### src/rtl/vcs_pkg.sv
package vcs_pkg;

   typedef enum logic [1:0] {
      OP_COMMAND  = 2'd0,
      OP_ODOM_FB  = 2'd1,
      OP_ROBOT_FB = 2'd2,
      OP_TICK     = 2'd3
   } opcode_type;

   localparam logic [2:0] CSR_SPEED_LIM_LIN = 3'd0;
   localparam logic [2:0] CSR_SPEED_LIM_ANG = 3'd1;
   localparam logic [2:0] CSR_ACCEL_LIN     = 3'd2;
   localparam logic [2:0] CSR_ACCEL_ANG     = 3'd3;
   localparam logic [2:0] CSR_DECEL_FACTOR  = 3'd4;
   localparam logic [2:0] CSR_FB_MODE       = 3'd5;

   localparam logic [1:0] FB_NONE  = 2'd0;
   localparam logic [1:0] FB_ODOM  = 2'd1;
   localparam logic [1:0] FB_ROBOT = 2'd2;

   localparam int CSR_IDX_W  = 3;
   localparam int CSR_DATA_W = 16;
   localparam int VEL_W      = 16;
   localparam int TIME_W     = 32;
   localparam int LIM_W      = 15;
   localparam int DECF_W     = 12;
   localparam int MAG_W      = 16;
   localparam int STEP_W     = 27;
   localparam int PROD_W     = STEP_W + MAG_W;
   localparam int DIV_NW     = PROD_W - 8;
   localparam int DIV_STEPS  = DIV_NW;

   localparam logic [TIME_W-1:0] DEFAULT_PERIOD_US = 32'd100000;
   localparam logic [33:0]       TIMEOUT_CAP_US    = 34'd500000;
   localparam logic [DECF_W-1:0] DECEL_RESET       = 12'd256;

endpackage

### src/rtl/vcs_channels.sv
interface vcs_req_if;
   import vcs_pkg::*;
   logic              valid;
   logic              ready;
   logic [1:0]        opcode;
   logic signed [VEL_W-1:0] lin_vel;
   logic signed [VEL_W-1:0] ang_vel;
   logic [TIME_W-1:0] time_us;
   modport source (output valid, opcode, lin_vel, ang_vel, time_us, input ready);
   modport sink   (input valid, opcode, lin_vel, ang_vel, time_us, output ready);
endinterface

interface vcs_rsp_if;
   import vcs_pkg::*;
   logic              valid;
   logic              ready;
   logic signed [VEL_W-1:0] lin_cmd;
   logic signed [VEL_W-1:0] ang_cmd;
   logic              used_feedback;
   logic              timed_out;
   modport source (output valid, lin_cmd, ang_cmd, used_feedback, timed_out, input ready);
   modport sink   (input valid, lin_cmd, ang_cmd, used_feedback, timed_out, output ready);
endinterface

interface vcs_csr_if;
   import vcs_pkg::*;
   logic                  valid;
   logic                  ready;
   logic [CSR_IDX_W-1:0]  index;
   logic [CSR_DATA_W-1:0] data;
   modport source (output valid, index, data, input ready);
   modport sink   (input valid, index, data, output ready);
endinterface

### src/rtl/velocity_command_smoother_unit.sv
// Two-axis velocity command smoother with acceleration-limited ramp.
// req_ch takes words: command (clamped, becomes the target, arrival time
// feeds the period ring), odometry or robot feedback (updates the measured
// velocity when the feedback mode matches) and control tick.
// rsp_ch gives one word per tick, except a tick that finds the output at
// the target with input inactive, which gives none.
// csr_ch writes the six limit and mode registers; write only while idle.
// Work per word: feedback is stored when taken; a command writes the ring
// and, once the ring holds more than half its entries, runs the rank
// search over the ring memory (one read and one compare per pass); a tick
// runs the shared multiplier and, where needed, the 35-step serial
// divider. One word is in work at a time; req_ch.ready is low until it
// finishes. A finished result sits in the output register; a stalled
// receiver only holds a tick at its final step; words before it are taken,
// none after. Reset clears control state and configuration (deceleration
// ratio to 1.0) but not the datapath registers; the period ring needs no
// clearing pass since only written entries are read.
module velocity_command_smoother_unit #(
   parameter int PERIOD_RING_SIZE = 5
) (
   input  logic  clock,
   input  logic  reset,
   vcs_req_if.sink   req_ch,
   vcs_rsp_if.source rsp_ch,
   vcs_csr_if.sink   csr_ch
);
   import vcs_pkg::*;

   localparam int RW = $clog2(PERIOD_RING_SIZE);
   localparam int CW = $clog2(PERIOD_RING_SIZE + 1);
   localparam logic [CW-1:0] RING_FULL = CW'(PERIOD_RING_SIZE);
   localparam logic [CW-1:0] RING_HALF = CW'(PERIOD_RING_SIZE / 2);
   localparam logic [RW-1:0] RING_LAST = RW'(PERIOD_RING_SIZE - 1);

   typedef enum logic [16:0] {
      S_IDLE  = 17'h00001,
      S_CMD   = 17'h00002,
      S_MRDI  = 17'h00004,
      S_MXI   = 17'h00008,
      S_MRDJ  = 17'h00010,
      S_MCMP  = 17'h00020,
      S_MCHK  = 17'h00040,
      S_TO    = 17'h00080,
      S_DECA  = 17'h00100,
      S_FB    = 17'h00200,
      S_DIFF  = 17'h00400,
      S_P1    = 17'h00800,
      S_P2    = 17'h01000,
      S_CMP   = 17'h02000,
      S_DIV   = 17'h04000,
      S_APPLY = 17'h08000,
      S_OUT   = 17'h10000
   } state_type;

   // configuration
   logic [LIM_W-1:0]  spd_lin_ff, spd_ang_ff, acc_lin_ff, acc_ang_ff;
   logic [DECF_W-1:0] decf_ff;
   logic [1:0]        fbm_ff;

   state_type state_ff, state_in;

   logic signed [VEL_W-1:0] lv_ff, av_ff;
   logic [TIME_W-1:0]       t_ff;

   logic signed [VEL_W-1:0] tgt_lin_ff, tgt_ang_ff, out_lin_ff, out_ang_ff;
   logic signed [VEL_W-1:0] meas_lin_ff, meas_ang_ff;
   logic                    active_ff;
   logic [TIME_W-1:0]       arrival_ff, avg_ff, elapsed_ff;
   logic [CW-1:0]           count_ff, n_ff, lt_ff, le_ff;
   logic [RW-1:0]           next_ff, i_ff, j_ff;
   logic [TIME_W-1:0]       x_ff;

   logic [TIME_W-1:0] ring [PERIOD_RING_SIZE];
   logic [TIME_W-1:0] rd_data_ff;
   logic [RW-1:0]     rd_addr;
   logic              ring_we;

   logic [STEP_W-1:0] dec_l_ff, dec_a_ff, mv_ff, mw_ff;
   logic [MAG_W-1:0]  adv_ff, adw_ff;
   logic              dv_neg_ff, dw_neg_ff, lim_lin_ff;
   logic [PROD_W-1:0] prod_ff, p1_ff;
   logic [STEP_W-1:0] mul_a;
   logic [MAG_W-1:0]  mul_b;
   logic [DIV_NW-1:0] sv_ff, sw_ff;
   logic              used_ff, timed_ff;

   logic                    rsp_valid_ff;
   logic signed [VEL_W-1:0] rsp_lin_ff, rsp_ang_ff;
   logic                    rsp_used_ff, rsp_timed_ff;

   logic              div_start, div_done;
   logic [DIV_NW-1:0] div_num, div_q;
   logic [MAG_W-1:0]  div_den;

   logic              req_take;
   logic [CW-1:0]     n_new;
   logic [TIME_W-1:0] elapsed_now;
   logic [33:0]       thr3, thr;
   logic [34:0]       thr5;
   logic [STEP_W-1:0] acc_l, acc_a;
   logic              dev_lin, dev_ang;
   logic signed [VEL_W:0] dv, dw;
   logic              out_load;

   function automatic logic signed [VEL_W-1:0] clamp_mag(
      input logic signed [VEL_W-1:0] v,
      input logic [LIM_W-1:0]        lim
   );
      logic signed [VEL_W-1:0] l;
      l = signed'({1'b0, lim});
      if (v > 0) clamp_mag = (v > l) ? l : v;
      else       clamp_mag = (v < -l) ? -l : v;
   endfunction

   function automatic logic deviates(
      input logic signed [VEL_W-1:0] meas,
      input logic signed [VEL_W-1:0] last,
      input logic [STEP_W-1:0]       acc,
      input logic [STEP_W-1:0]       dec
   );
      logic signed [VEL_W:0]  d;
      logic signed [29:0]     s;
      d = (VEL_W+1)'(meas) - (VEL_W+1)'(last);
      s = 30'(d) <<< 8;
      deviates = (s + signed'({2'b0, dec, 1'b0}) < 0) ||
                 (s > signed'({2'b0, acc, 1'b0}));
   endfunction

   function automatic logic [STEP_W-1:0] axis_limit(
      input logic signed [VEL_W:0]   inc,
      input logic signed [VEL_W-1:0] tgt,
      input logic signed [VEL_W-1:0] meas,
      input logic [1:0]              mode,
      input logic [STEP_W-1:0]       acc,
      input logic [STEP_W-1:0]       dec
   );
      priority if (mode == FB_ODOM && ((meas > 0 && tgt < 0) || (meas < 0 && tgt > 0)))
         axis_limit = dec;
      else if ((inc > 0 && tgt > 0) || (inc < 0 && tgt < 0))
         axis_limit = acc;
      else
         axis_limit = dec;
   endfunction

   function automatic logic [MAG_W-1:0] mag17(input logic signed [VEL_W:0] v);
      logic signed [VEL_W:0] a;
      a = (v < 0) ? -v : v;
      mag17 = a[MAG_W-1:0];
   endfunction

   function automatic logic signed [VEL_W-1:0] step_axis(
      input logic signed [VEL_W-1:0] last,
      input logic signed [VEL_W-1:0] tgt,
      input logic                    neg,
      input logic [MAG_W-1:0]        mag,
      input logic [DIV_NW-1:0]       step
   );
      if ({{(DIV_NW-MAG_W){1'b0}}, mag} > step)
         step_axis = neg ? last - signed'(step[VEL_W-1:0])
                         : last + signed'(step[VEL_W-1:0]);
      else
         step_axis = tgt;
   endfunction

   assign req_take      = req_ch.valid && req_ch.ready;
   assign req_ch.ready  = (state_ff == S_IDLE);
   assign csr_ch.ready  = 1'b1;

   assign elapsed_now = t_ff - arrival_ff;
   assign n_new       = (count_ff == RING_FULL) ? RING_FULL : count_ff + 1'b1;
   assign thr3        = {2'b0, avg_ff} + {1'b0, avg_ff, 1'b0};
   assign thr         = (thr3 > TIMEOUT_CAP_US) ? TIMEOUT_CAP_US : thr3;
   assign thr5        = {3'b0, avg_ff} + {1'b0, avg_ff, 2'b0};
   assign acc_l       = {4'b0, acc_lin_ff, 8'b0};
   assign acc_a       = {4'b0, acc_ang_ff, 8'b0};
   assign dev_lin     = deviates(meas_lin_ff, out_lin_ff, acc_l, dec_l_ff);
   assign dev_ang     = deviates(meas_ang_ff, out_ang_ff, acc_a, prod_ff[STEP_W-1:0]);
   assign dv          = (VEL_W+1)'(tgt_lin_ff) - (VEL_W+1)'(out_lin_ff);
   assign dw          = (VEL_W+1)'(tgt_ang_ff) - (VEL_W+1)'(out_ang_ff);
   assign out_load    = (state_ff == S_OUT) && (!rsp_valid_ff || rsp_ch.ready);
   assign ring_we     = (state_ff == S_CMD);
   assign rd_addr     = (state_ff == S_MRDJ) ? j_ff : i_ff;

   // shared multiplier operand select
   always_comb begin
      mul_a = mw_ff;
      mul_b = adv_ff;
      unique case (state_ff)
         S_TO:    begin mul_a = STEP_W'(acc_lin_ff); mul_b = MAG_W'(decf_ff); end
         S_DECA:  begin mul_a = STEP_W'(acc_ang_ff); mul_b = MAG_W'(decf_ff); end
         S_P2:    begin mul_a = mv_ff; mul_b = adw_ff; end
         default: begin mul_a = mw_ff; mul_b = adv_ff; end
      endcase
   end

   // divider launch
   always_comb begin
      div_start = 1'b0;
      div_num   = prod_ff[PROD_W-1:8];
      div_den   = adv_ff;
      if (state_ff == S_CMP) begin
         if (p1_ff < prod_ff) begin
            div_start = 1'b1;
            div_num   = p1_ff[PROD_W-1:8];
            div_den   = adw_ff;
         end else if (adv_ff != '0) begin
            div_start = 1'b1;
         end
      end
   end

   vcs_div u_div (
      .clock    (clock),
      .reset    (reset),
      .start    (div_start),
      .dividend (div_num),
      .divisor  (div_den),
      .done     (div_done),
      .quotient (div_q)
   );

   always_comb begin
      state_in = state_ff;
      unique case (state_ff)
         S_IDLE:  if (req_take) begin
            priority if (req_ch.opcode == OP_COMMAND) state_in = S_CMD;
            else if (req_ch.opcode == OP_TICK)        state_in = S_TO;
            else                                      state_in = S_IDLE;
         end
         S_CMD:   state_in = (n_new <= RING_HALF) ? S_IDLE : S_MRDI;
         S_MRDI:  state_in = S_MXI;
         S_MXI:   state_in = S_MRDJ;
         S_MRDJ:  state_in = S_MCMP;
         S_MCMP:  state_in = (CW'(j_ff) == n_ff - 1'b1) ? S_MCHK : S_MRDJ;
         S_MCHK:  state_in = (lt_ff <= (n_ff >> 1) && le_ff > (n_ff >> 1)) ? S_IDLE : S_MRDI;
         S_TO:    state_in = S_DECA;
         S_DECA:  state_in = S_FB;
         S_FB:    state_in = S_DIFF;
         S_DIFF: begin
            if (dv != 0 || dw != 0) state_in = S_P1;
            else if (active_ff)     state_in = S_OUT;
            else                    state_in = S_IDLE;
         end
         S_P1:    state_in = S_P2;
         S_P2:    state_in = S_CMP;
         S_CMP:   state_in = div_start ? S_DIV : S_APPLY;
         S_DIV:   state_in = div_done ? S_APPLY : S_DIV;
         S_APPLY: state_in = S_OUT;
         S_OUT:   state_in = out_load ? S_IDLE : S_OUT;
         default: state_in = S_IDLE;
      endcase
   end

   // period ring memory
   always_ff @(posedge clock) begin
      if (ring_we) ring[next_ff] <= elapsed_now;
      rd_data_ff <= ring[rd_addr];
   end

   always_ff @(posedge clock) begin
      prod_ff <= PROD_W'(mul_a) * PROD_W'(mul_b);
   end

   always_ff @(posedge clock) begin
      if (reset) begin
         state_ff     <= S_IDLE;
         spd_lin_ff   <= '0;
         spd_ang_ff   <= '0;
         acc_lin_ff   <= '0;
         acc_ang_ff   <= '0;
         decf_ff      <= DECEL_RESET;
         fbm_ff       <= FB_NONE;
         tgt_lin_ff   <= '0;
         tgt_ang_ff   <= '0;
         out_lin_ff   <= '0;
         out_ang_ff   <= '0;
         meas_lin_ff  <= '0;
         meas_ang_ff  <= '0;
         active_ff    <= 1'b0;
         arrival_ff   <= '0;
         avg_ff       <= '0;
         count_ff     <= '0;
         next_ff      <= '0;
         rsp_valid_ff <= 1'b0;
      end else begin
         state_ff <= state_in;
         if (csr_ch.valid) begin
            unique case (csr_ch.index)
               CSR_SPEED_LIM_LIN: spd_lin_ff <= csr_ch.data[LIM_W-1:0];
               CSR_SPEED_LIM_ANG: spd_ang_ff <= csr_ch.data[LIM_W-1:0];
               CSR_ACCEL_LIN:     acc_lin_ff <= csr_ch.data[LIM_W-1:0];
               CSR_ACCEL_ANG:     acc_ang_ff <= csr_ch.data[LIM_W-1:0];
               CSR_DECEL_FACTOR:  decf_ff    <= csr_ch.data[DECF_W-1:0];
               CSR_FB_MODE:       fbm_ff     <= csr_ch.data[1:0];
               default: ;
            endcase
         end
         if (req_take && (req_ch.opcode == OP_ODOM_FB || req_ch.opcode == OP_ROBOT_FB)
             && fbm_ff == req_ch.opcode) begin
            meas_lin_ff <= req_ch.lin_vel;
            meas_ang_ff <= req_ch.ang_vel;
         end
         if (out_load)          rsp_valid_ff <= 1'b1;
         else if (rsp_ch.ready) rsp_valid_ff <= 1'b0;
         unique case (state_ff)
            S_CMD: begin
               next_ff    <= (next_ff == RING_LAST) ? '0 : next_ff + 1'b1;
               count_ff   <= n_new;
               arrival_ff <= t_ff;
               active_ff  <= 1'b1;
               tgt_lin_ff <= clamp_mag(lv_ff, spd_lin_ff);
               tgt_ang_ff <= clamp_mag(av_ff, spd_ang_ff);
               if (n_new <= RING_HALF) avg_ff <= DEFAULT_PERIOD_US;
            end
            S_MCHK: if (lt_ff <= (n_ff >> 1) && le_ff > (n_ff >> 1)) avg_ff <= x_ff;
            S_TO: begin
               if (active_ff && avg_ff != '0 && {2'b0, elapsed_now} > thr) begin
                  active_ff  <= 1'b0;
                  tgt_lin_ff <= '0;
                  tgt_ang_ff <= '0;
               end
            end
            S_FB: begin
               if ((fbm_ff == FB_ODOM || fbm_ff == FB_ROBOT) && active_ff && avg_ff != '0
                   && ({3'b0, elapsed_ff} > thr5 || dev_lin || dev_ang)) begin
                  out_lin_ff <= meas_lin_ff;
                  out_ang_ff <= meas_ang_ff;
               end
            end
            S_APPLY: begin
               out_lin_ff <= step_axis(out_lin_ff, tgt_lin_ff, dv_neg_ff, adv_ff, sv_ff);
               out_ang_ff <= step_axis(out_ang_ff, tgt_ang_ff, dw_neg_ff, adw_ff, sw_ff);
            end
            default: ;
         endcase
      end
   end

   // datapath registers
   always_ff @(posedge clock) begin
      if (req_take) begin
         lv_ff <= req_ch.lin_vel;
         av_ff <= req_ch.ang_vel;
         t_ff  <= req_ch.time_us;
      end
      if (out_load) begin
         rsp_lin_ff   <= out_lin_ff;
         rsp_ang_ff   <= out_ang_ff;
         rsp_used_ff  <= used_ff;
         rsp_timed_ff <= timed_ff;
      end
      unique case (state_ff)
         S_CMD: begin
            n_ff <= n_new;
            i_ff <= '0;
         end
         S_MXI: begin
            x_ff  <= rd_data_ff;
            j_ff  <= '0;
            lt_ff <= '0;
            le_ff <= '0;
         end
         S_MCMP: begin
            if (rd_data_ff < x_ff)  lt_ff <= lt_ff + 1'b1;
            if (rd_data_ff <= x_ff) le_ff <= le_ff + 1'b1;
            j_ff <= j_ff + 1'b1;
         end
         S_MCHK: i_ff <= i_ff + 1'b1;
         S_TO: begin
            elapsed_ff <= elapsed_now;
            used_ff    <= 1'b0;
            timed_ff   <= active_ff && avg_ff != '0 && {2'b0, elapsed_now} > thr;
         end
         S_DECA: dec_l_ff <= prod_ff[STEP_W-1:0];
         S_FB: begin
            dec_a_ff <= prod_ff[STEP_W-1:0];
            used_ff  <= (fbm_ff == FB_ODOM || fbm_ff == FB_ROBOT) && active_ff
                        && avg_ff != '0 && ({3'b0, elapsed_ff} > thr5 || dev_lin || dev_ang);
         end
         S_DIFF: begin
            mv_ff     <= axis_limit(dv, tgt_lin_ff, meas_lin_ff, fbm_ff, acc_l, dec_l_ff);
            mw_ff     <= axis_limit(dw, tgt_ang_ff, meas_ang_ff, fbm_ff, acc_a, dec_a_ff);
            adv_ff    <= mag17(dv);
            adw_ff    <= mag17(dw);
            dv_neg_ff <= dv < 0;
            dw_neg_ff <= dw < 0;
         end
         S_P2: p1_ff <= prod_ff;
         S_CMP: begin
            lim_lin_ff <= p1_ff < prod_ff;
            if (p1_ff < prod_ff) begin
               sw_ff <= DIV_NW'(mw_ff >> 8);
            end else begin
               sv_ff <= DIV_NW'(mv_ff >> 8);
               if (adv_ff == '0) sw_ff <= DIV_NW'(mw_ff >> 8);
            end
         end
         S_DIV: if (div_done) begin
            if (lim_lin_ff) sv_ff <= div_q;
            else            sw_ff <= div_q;
         end
         default: ;
      endcase
   end

   assign rsp_ch.valid         = rsp_valid_ff;
   assign rsp_ch.lin_cmd       = rsp_lin_ff;
   assign rsp_ch.ang_cmd       = rsp_ang_ff;
   assign rsp_ch.used_feedback = rsp_used_ff;
   assign rsp_ch.timed_out     = rsp_timed_ff;

endmodule

### src/rtl/vcs_div.sv
module vcs_div (
   input  logic                        clock,
   input  logic                        reset,
   input  logic                        start,
   input  logic [vcs_pkg::DIV_NW-1:0]  dividend,
   input  logic [vcs_pkg::MAG_W-1:0]   divisor,
   output logic                        done,
   output logic [vcs_pkg::DIV_NW-1:0]  quotient
);
   import vcs_pkg::*;

   localparam int CNT_W = $clog2(DIV_STEPS);
   localparam logic [CNT_W-1:0] LAST_STEP = CNT_W'(DIV_STEPS - 1);

   logic              busy_ff, busy_in;
   logic              done_ff, done_in;
   logic [CNT_W-1:0]  cnt_ff, cnt_in;
   logic [MAG_W-1:0]  rem_ff, rem_in;
   logic [MAG_W-1:0]  den_ff, den_in;
   logic [DIV_NW-1:0] dq_ff, dq_in;
   logic [MAG_W:0]    trial;
   logic              fits;

   // one quotient bit per cycle, restoring
   always_comb begin
      trial   = {rem_ff, dq_ff[DIV_NW-1]};
      fits    = trial >= {1'b0, den_ff};
      busy_in = busy_ff;
      done_in = 1'b0;
      cnt_in  = cnt_ff;
      rem_in  = rem_ff;
      den_in  = den_ff;
      dq_in   = dq_ff;
      if (start) begin
         busy_in = 1'b1;
         cnt_in  = '0;
         rem_in  = '0;
         den_in  = divisor;
         dq_in   = dividend;
      end else if (busy_ff) begin
         rem_in = fits ? MAG_W'(trial - {1'b0, den_ff}) : trial[MAG_W-1:0];
         dq_in  = {dq_ff[DIV_NW-2:0], fits};
         cnt_in = cnt_ff + 1'b1;
         if (cnt_ff == LAST_STEP) begin
            busy_in = 1'b0;
            done_in = 1'b1;
         end
      end
   end

   always_ff @(posedge clock) begin
      if (reset) begin
         busy_ff <= 1'b0;
         done_ff <= 1'b0;
         cnt_ff  <= '0;
      end else begin
         busy_ff <= busy_in;
         done_ff <= done_in;
         cnt_ff  <= cnt_in;
      end
      rem_ff <= rem_in;
      den_ff <= den_in;
      dq_ff  <= dq_in;
   end

   assign done     = done_ff;
   assign quotient = dq_ff;

endmodule

### src/flat_wrapper.sv
// flat-port wrapper written by rule: the top's interface ports become plain ports
module velocity_command_smoother_unit_flat import vcs_pkg::*;
#(
   parameter int PERIOD_RING_SIZE = 5
)
  (clock, reset, req_ch_valid, req_ch_opcode, req_ch_lin_vel, req_ch_ang_vel, req_ch_time_us, req_ch_ready, rsp_ch_valid, rsp_ch_lin_cmd, rsp_ch_ang_cmd, rsp_ch_used_feedback, rsp_ch_timed_out, rsp_ch_ready, csr_ch_valid, csr_ch_index, csr_ch_data, csr_ch_ready);
  vcs_req_if req_ch_i ();
  vcs_rsp_if rsp_ch_i ();
  vcs_csr_if csr_ch_i ();
  input  logic clock;
  input  logic reset;
  input wire logic [$bits(req_ch_i.valid)-1:0] req_ch_valid;
  input wire logic [$bits(req_ch_i.opcode)-1:0] req_ch_opcode;
  input wire logic [$bits(req_ch_i.lin_vel)-1:0] req_ch_lin_vel;
  input wire logic [$bits(req_ch_i.ang_vel)-1:0] req_ch_ang_vel;
  input wire logic [$bits(req_ch_i.time_us)-1:0] req_ch_time_us;
  output wire logic [$bits(req_ch_i.ready)-1:0] req_ch_ready;
  output wire logic [$bits(rsp_ch_i.valid)-1:0] rsp_ch_valid;
  output wire logic [$bits(rsp_ch_i.lin_cmd)-1:0] rsp_ch_lin_cmd;
  output wire logic [$bits(rsp_ch_i.ang_cmd)-1:0] rsp_ch_ang_cmd;
  output wire logic [$bits(rsp_ch_i.used_feedback)-1:0] rsp_ch_used_feedback;
  output wire logic [$bits(rsp_ch_i.timed_out)-1:0] rsp_ch_timed_out;
  input wire logic [$bits(rsp_ch_i.ready)-1:0] rsp_ch_ready;
  input wire logic [$bits(csr_ch_i.valid)-1:0] csr_ch_valid;
  input wire logic [$bits(csr_ch_i.index)-1:0] csr_ch_index;
  input wire logic [$bits(csr_ch_i.data)-1:0] csr_ch_data;
  output wire logic [$bits(csr_ch_i.ready)-1:0] csr_ch_ready;
  assign req_ch_i.valid = req_ch_valid;
  assign req_ch_i.opcode = req_ch_opcode;
  assign req_ch_i.lin_vel = req_ch_lin_vel;
  assign req_ch_i.ang_vel = req_ch_ang_vel;
  assign req_ch_i.time_us = req_ch_time_us;
  assign req_ch_ready = req_ch_i.ready;
  assign rsp_ch_valid = rsp_ch_i.valid;
  assign rsp_ch_lin_cmd = rsp_ch_i.lin_cmd;
  assign rsp_ch_ang_cmd = rsp_ch_i.ang_cmd;
  assign rsp_ch_used_feedback = rsp_ch_i.used_feedback;
  assign rsp_ch_timed_out = rsp_ch_i.timed_out;
  assign rsp_ch_i.ready = rsp_ch_ready;
  assign csr_ch_i.valid = csr_ch_valid;
  assign csr_ch_i.index = csr_ch_index;
  assign csr_ch_i.data = csr_ch_data;
  assign csr_ch_ready = csr_ch_i.ready;
  velocity_command_smoother_unit #(.PERIOD_RING_SIZE(PERIOD_RING_SIZE)) u_core (.clock(clock), .reset(reset), .req_ch(req_ch_i), .rsp_ch(rsp_ch_i), .csr_ch(csr_ch_i));
endmodule
### config.mk
export PLATFORM = sky130hd
export DESIGN_NAME = velocity_command_smoother_unit_flat
export DESIGN_NICKNAME = d
export VERILOG_FILES = /design/src/rtl/vcs_pkg.sv /design/src/rtl/vcs_channels.sv /design/src/rtl/velocity_command_smoother_unit.sv /design/src/rtl/vcs_div.sv /design/src/flat_wrapper.sv
export SDC_FILE = /design/constraint.sdc
export NUM_CORES = 2
export LEC_CHECK = 0
export BUFFER_PORTS_ARGS = -buffer_cell sky130_fd_sc_hd__buf_2
export CAP_MARGIN = 20
export CORE_ASPECT_RATIO = 1.25
export CORE_MARGIN = 3
export CORE_UTILIZATION = 40
export DETAILED_ROUTE_END_ITERATION = 7
export GPL_ROUTABILITY_DRIVEN = 0
export HOLD_SLACK_MARGIN = 0.06
export PLACE_DENSITY = 0.69
export REMOVE_ABC_BUFFERS = 1
export SKIP_LAST_GASP = 1
export SLEW_MARGIN = 15
export SYNTH_ARGS = -nofsm -noshare
export SYNTH_HDL_FRONTEND = slang
export SYNTH_SLANG_ARGS = --single-unit
export TNS_END_PERCENT = 5
### constraint.sdc
create_clock -name clock -period 10.4 [get_ports clock]
set_clock_uncertainty 0.2 [all_clocks]
set_input_delay 1.04 -clock clock [delete_from_list [all_inputs] [get_ports clock]]
set_output_delay 1.04 -clock clock [all_outputs]
set_load 0.03 [all_outputs]
; ---- After elaboration in Yosys (flattened, before gate mapping)
; Memory sizes are Yosys's and may differ from the RTL's. A register that Yosys moved wholly into a read port is not among the register bits.
; Cells that the tools add are included.
; Widths: inputs -> output; s select.
[word_totals]
memories = 1
out_inout_bits = 37
reg_bits = 812
latch_bits = 0
elab_cells = 305
ram_bits = 160
romBits = 0
input_bits = 90
[op_classes]
magnitude_cmp = 34
div_mod_pow = 0
add_sub_neg = 26
n_mul = 1
n_shift = 0
n_mux = 80
bitwise = 1
reduce_logical = 64
n_eq_ne = 44
[memory_table]
columns = memory, words, word_bits, read_ports, rd_ports_with_merged_regs, wr, line_no
row1 = u_core.ring, 5, 32, 1, 1, 1, velocity_command_smoother_unit.sv:73  ; logic [TIME_W-1:0] ring [PERIOD_RING_SIZE];
[op_table]
columns = operator, n
row1 = $mux 35, 11
row2 = $mux 16, 20
row3 = $pmux 17 s17, 1
row4 = $pmux 16 s2, 5
row5 = $pmux 35 s2, 2
row6 = $mux 27, 4
row7 = $gt 16x1->1 const B, 6
row8 = $reduce_bool 32->1, 3
row9 = $mux 17, 5
row10 = $pmux 27 s3, 1
row11 = $gt 16x35->1, 2
row12 = $sub 16x16->17, 4
row13 = $lt 16x1->1 const B, 4
row14 = $lt 32x1->1 const B, 2
row15 = $mux 32, 2
row16 = $pmux 32 s2, 1
row17 = $add 25x29->30, 2
row18 = $gt 25x25->1, 2
row19 = $sub 16x16->16, 3
row20 = $lt 43x43->1, 1
row21 = $mul 27x16->43, 1
row22 = $add 32x34->35, 1
row23 = $gt 32x35->1, 1
row24 = $add 32x33->34, 1
row25 = other kinds (68), 165

; ---- Depth between registers and ports, before layout
[depth]
word_depth = 9
ltp_mapped = 36
mapped_depth_nobuf = 33

; ---- Cells and area by module
; From an unflattened synthesis, not the netlist that was laid out.
[hier_totals]
cells_unflattened = 7049
area_unflattened_um2 = 70059.7
[modules_own_cells]
columns = module, cells_each, instances, area_each_um2, seq_area_each_um2
row1 = velocity_command_smoother_unit, 6681, 1, 66033.3, 24553.5
row2 = vcs_div, 368, 1, 4026.4, 2011.9

; ---- Worst setup path after synthesis
; OpenSTA, ideal clock, no wires.
[synth_path]
path_kind = register to register
start = reg u_core.state_ff[0]
end = reg u_core.prod_ff[42]
setup_ps = 72
slack_ps = 563
stages_incl_launch_ff = 31
arrival_time_ps = 9565
required_time_ps = 10128
synth_period_minus_slack_ps = 9837
n_path_buf = 2
cell_sequence = dfxtp_1 -> nor4_2 -> nand2b_1 -> nand4b_1 -> or3_1 -> nor3b_2 -> clkbuf_1 -> buf_1 -> a32oi_1 -> nor2_1 -> fa_1 -> inv_1 -> fa_1 -> fa_1 -> inv_1 -> fa_1 -> fa_1 -> inv_1 -> fa_1 -> inv_1 -> ha_1 -> a211oi_1 -> o21ai_0 -> a311oi_1 -> o31ai_1 -> nor3_1 -> a31oi_1 -> a311o_1 -> a221o_1 -> a21oi_1 -> xnor2_1
[synth_via]
elab_chain_cells = 4
word_cells_on_any_way = 7
classes_between = mul: 1 / eq/ne: 3 / mux: 2 / reduce/logical: 1
[synth_rtl]
columns = item, line_no
row1 = start: declaration, velocity_command_smoother_unit.sv:60  ; state_type state_ff, state_in;
row2 = start signal: assignment, velocity_command_smoother_unit.sv:286  ; state_ff <= state_in;
row3 = $eq 17x8->1 / $eq 17x9->1 (equally long branches), velocity_command_smoother_unit.sv:188  ; unique case (state_ff)
row4 = $reduce_or 2->1 (no source line), --
row5 = $pmux 16 s2, velocity_command_smoother_unit.sv:188
row6 = $mul 27x16->43 (*), velocity_command_smoother_unit.sv:261  ; prod_ff <= PROD_W'(mul_a) * PROD_W'(mul_b);
row7 = end signal: assignment, velocity_command_smoother_unit.sv:261
row8 = end: declaration, velocity_command_smoother_unit.sv:81  ; logic [PROD_W-1:0] prod_ff, p1_ff;
; Every way passes the cells marked *; elsewhere a longest branch is shown, timed or not.
; A chain may end at the register's enable or synchronous reset.

; ---- Final worst setup path
[layout_path]
start = reg u_core.state_ff[0]
end = reg u_core.prod_ff[39]
; The elaborated chain is that of the path after synthesis.

==> qor.csv <==
stage,metric,value,unit
run_status,outcome,"finished, final reports clean",
final_layout,# fillers,16350,
synthesis,"count leader, synth",nand2_1,
power,Total Power,10490,uW
clocking,"Clk pin slew, worst setup/hold paths",80,ps
final_layout,area of the multi-input gates,39940,um2
synthesis,synth top area cells,"edfxtp_1 (28%), ha_1 (12%), dfxtp_1 (10%), fa_1 (10%), nand2_1 (4.4%)",
route,First-pass DRT Iterations,7,
worst_setup_path,worst path arrival time,10310,ps
floorplanning,Rows,171,
synthesis,Avg Inst Size Synth,9.800,um2
final_layout,fin util,0.4443,
route,post-DR wirelength/cell,22.04,um
placement,Place WS,649.1,ps
floorplanning,core area,174200,um2
synthesis,Post-synth ARST share,0,
worst_setup_path,CP bufs+invs,6,
floorplanning,starting density of the core,0.4033,
clocking,Worst-Skew Late Latency,740,ps
global_route,GR Util All Layers,0.2343,
worst_setup_path,critical path required time,10800,ps
sta,relative slew slack,0.2131,
sta,fin crit period,9909,ps
placement,placed cell count,9511,
worst_hold_path,hold path depth,0,
route,Routed Wire Length,214200,um
clocking,CTS H-tree depth,3,
floorplanning,IO Pins,127,
synthesis,Synth Flop Type,edfxtp_1,
worst_setup_path,CP max FO,96,
placement,dpl hpwl,162000,um
power,P per Cell Area,135.6,nW/um2
sta,Final Cycle Share,0.9528,
global_route,antenna violations before repair,29,
synthesis,"EDFF count, synth",646,
final_layout,Post-Layout Cell Count,9717,
floorplanning,die area,180700,um2
sta,Setup Viol. Count Final,0,
final_layout,layout cells sized above 1,0.07965,
synthesis,dominant cell type by area after synthesis,edfxtp_1,
synthesis,post-synth cell types,100,
sta,Pins Over Slew Limit,0,
global_route,first-pass GRT wire length,327300,um
worst_setup_path,Worst setup EP type,flip-flop,
route,DRC viols,0,
sta,Setup WS post-layout,491.2,ps
synthesis,register area share after synthesis,0.3782,
worst_setup_path,kind of critical path,reg2reg,
global_route,largest net degree at the start of global routing,106,
final_layout,nets@finish,8384,
worst_hold_path,worst hold path class,reg2reg,
clocking,TritonCTS clock tree,built,
worst_setup_path,Startpoint Class,flip-flop,
route,post-route ant nets,0,
synthesis,synth warn,0,
final_layout,register area,26570,um2
worst_setup_path,CP dominant cell by count,fa_1,
synthesis,Post-synth top cells,"nand2_1 (830), inv_1 (797), ha_1 (653)",
floorplanning,Die Ht,474.5,um
sta,final hold viol count,0,
power,maximum vdd ir drop,0.1511,mV
worst_setup_path,"delay-heaviest family, CP",adder cells,
floorplanning,Die X,380.8,um
clocking,hold_buf cts,0,
clocking,CTS root buffer,clkbuf_16,
worst_setup_path,critical path depth in cells,29,
synthesis,number of synthesized register bits,1004,
synthesis,top cell type's share of synthesized area,0.2762,
sta,Min Hold Slack,224.9,ps
final_layout,Syn-to-layout area delta,10.16,%
worst_setup_path,Critical Path Slowest Stage Cell,a221o_1,
clocking,total CTS buffers,100,
power,LEAKAGE,0.03172,uW
route,Vias/cell,5.739,
placement,IO Port Bufs,124,
clocking,clk sinks,1004,
route,DR vias,55760,
synthesis,Post-Syn Area,70240,um2
global_route,vias in the first global route,55390,
sta,Worst Max-Slew Pin Slew,1168,ps
job,maxcap violations,0,
sta,RSZ-0062 raised after global routing,no,
clocking,clk buf depth,3,
route,DRT iter0 DRCs,5483,
sta,Max Clk Rate,100.9,MHz
worst_setup_path,R2R depth,29,
global_route,GRT Residual Overflow,0,
synthesis,Synth Instances,7167,
worst_setup_path,CP peak stage delay,710,ps
[cell usage in the layout, fill, tap and decap left out, types with 24 or more instances in the layout]
| cell | count |
|---|---|
| clkbuf_16 | 101 |
| a21o_1 | 137 |
| nand4_1 | 84 |
| a211oi_1 | 143 |
| nor2_1 | 568 |
| inv_1 | 796 |
| mux2i_1 | 86 |
| nor4_1 | 53 |
| edfxtp_1 | 646 |
| fa_1 | 358 |
| nor2b_1 | 72 |
| o21a_1 | 68 |
| a31oi_1 | 80 |
| or3_1 | 31 |
| mux2_2 | 77 |
| a221oi_1 | 24 |
| a22oi_1 | 47 |
| o21bai_1 | 27 |
| ha_1 | 653 |
| buf_4 | 124 |
| nand2_1 | 830 |
| nand3_1 | 89 |
| and3_1 | 45 |
| clkbuf_1 | 26 |
| dfxtp_1 | 358 |
| xnor2_1 | 214 |
| and2_1 | 88 |
| o21ai_0 | 198 |
| nor3_1 | 99 |
| xor2_1 | 85 |
| buf_2 | 123 |
| o22ai_1 | 47 |
| nand2b_1 | 51 |
| a21oi_1 | 424 |
[registers in the layout (all words and copies together), names as in the netlist, 35 cells and up]
name	count
u_core.u_div.quotient	35
u_core.sw_ff	35
u_core.p1_ff	43
u_core.prod_ff	43
u_core.sv_ff	35
u_core.ring	160
[final timing paths]
check,startpoint,to,slack [ps]
max,u_core.state_ff[0],u_core.prod_ff[39],490
min,u_core.timed_ff,u_core.rsp_ch.timed_out,220
max reg2reg,u_core.state_ff[0],u_core.prod_ff[39],490
min reg2reg,u_core.timed_ff,u_core.rsp_ch.timed_out,220
[power by group]
| group | switching (uW) | total (uW) | internal [uW] |
|---|---|---|---|
| registers | 249 | 4670 | 4420 |
| logic | 1290 | 2140 | 843 |
| clock network | 1690 | 3680 | 1990 |
| total | 3230 | 10500 | 7260 |
[what timing repair did]
action / 4_1_cts / 5_1_grt
setup endpoints to repair: 0 / 2
gates resized for setup: 0 / 9
setup buffers: 0 / 2
[cells by family (layout without fill, tap and decap cells)]
logic type	count (synthesis)	after routing	share of synthesized area
and+or+nand+nor	2144	2144	0.1415
other	1	26	0.00005339
xor gates and xnor gates	299	299	0.03728
muxes	173	173	0.02652
DFF	1004	1004	0.3782
buffers and inverters	1049	1239	0.05715
adders and majority gates	1011	1011	0.2184
AOI/OAI and AO/OA	1486	1486	0.1409
[per-layer routing]
layer	track usage	wire length, um
met5	0	128
met4	0.1469	15910
met3	0.04821	18540
met2	0.3839	98530
met1	0.2822	81060
[stage by stage]
step,setup TNS [ps],cell area (um2)
2_1_floorplan,-69470,69270
3_3_place_gp,0,73950
3_5_place_dp,0,73960
4_1_cts,0,77250
5_1_grt,0,77350
6_report,0,77380
[layout make-up]
cell class | count | area share
multi-input combinational | 5127 | 0.5162
clock inverter | 55 | 0.007228
tap | 2335 | 0.03776
clock buffer | 134 | 0.03517
timing repair buffer | 253 | 0.02128
sequential | 1004 | 0.3433
antenna | 12 | 0.0003881
inverter | 797 | 0.03868
(Power assumes the default switching activity.)
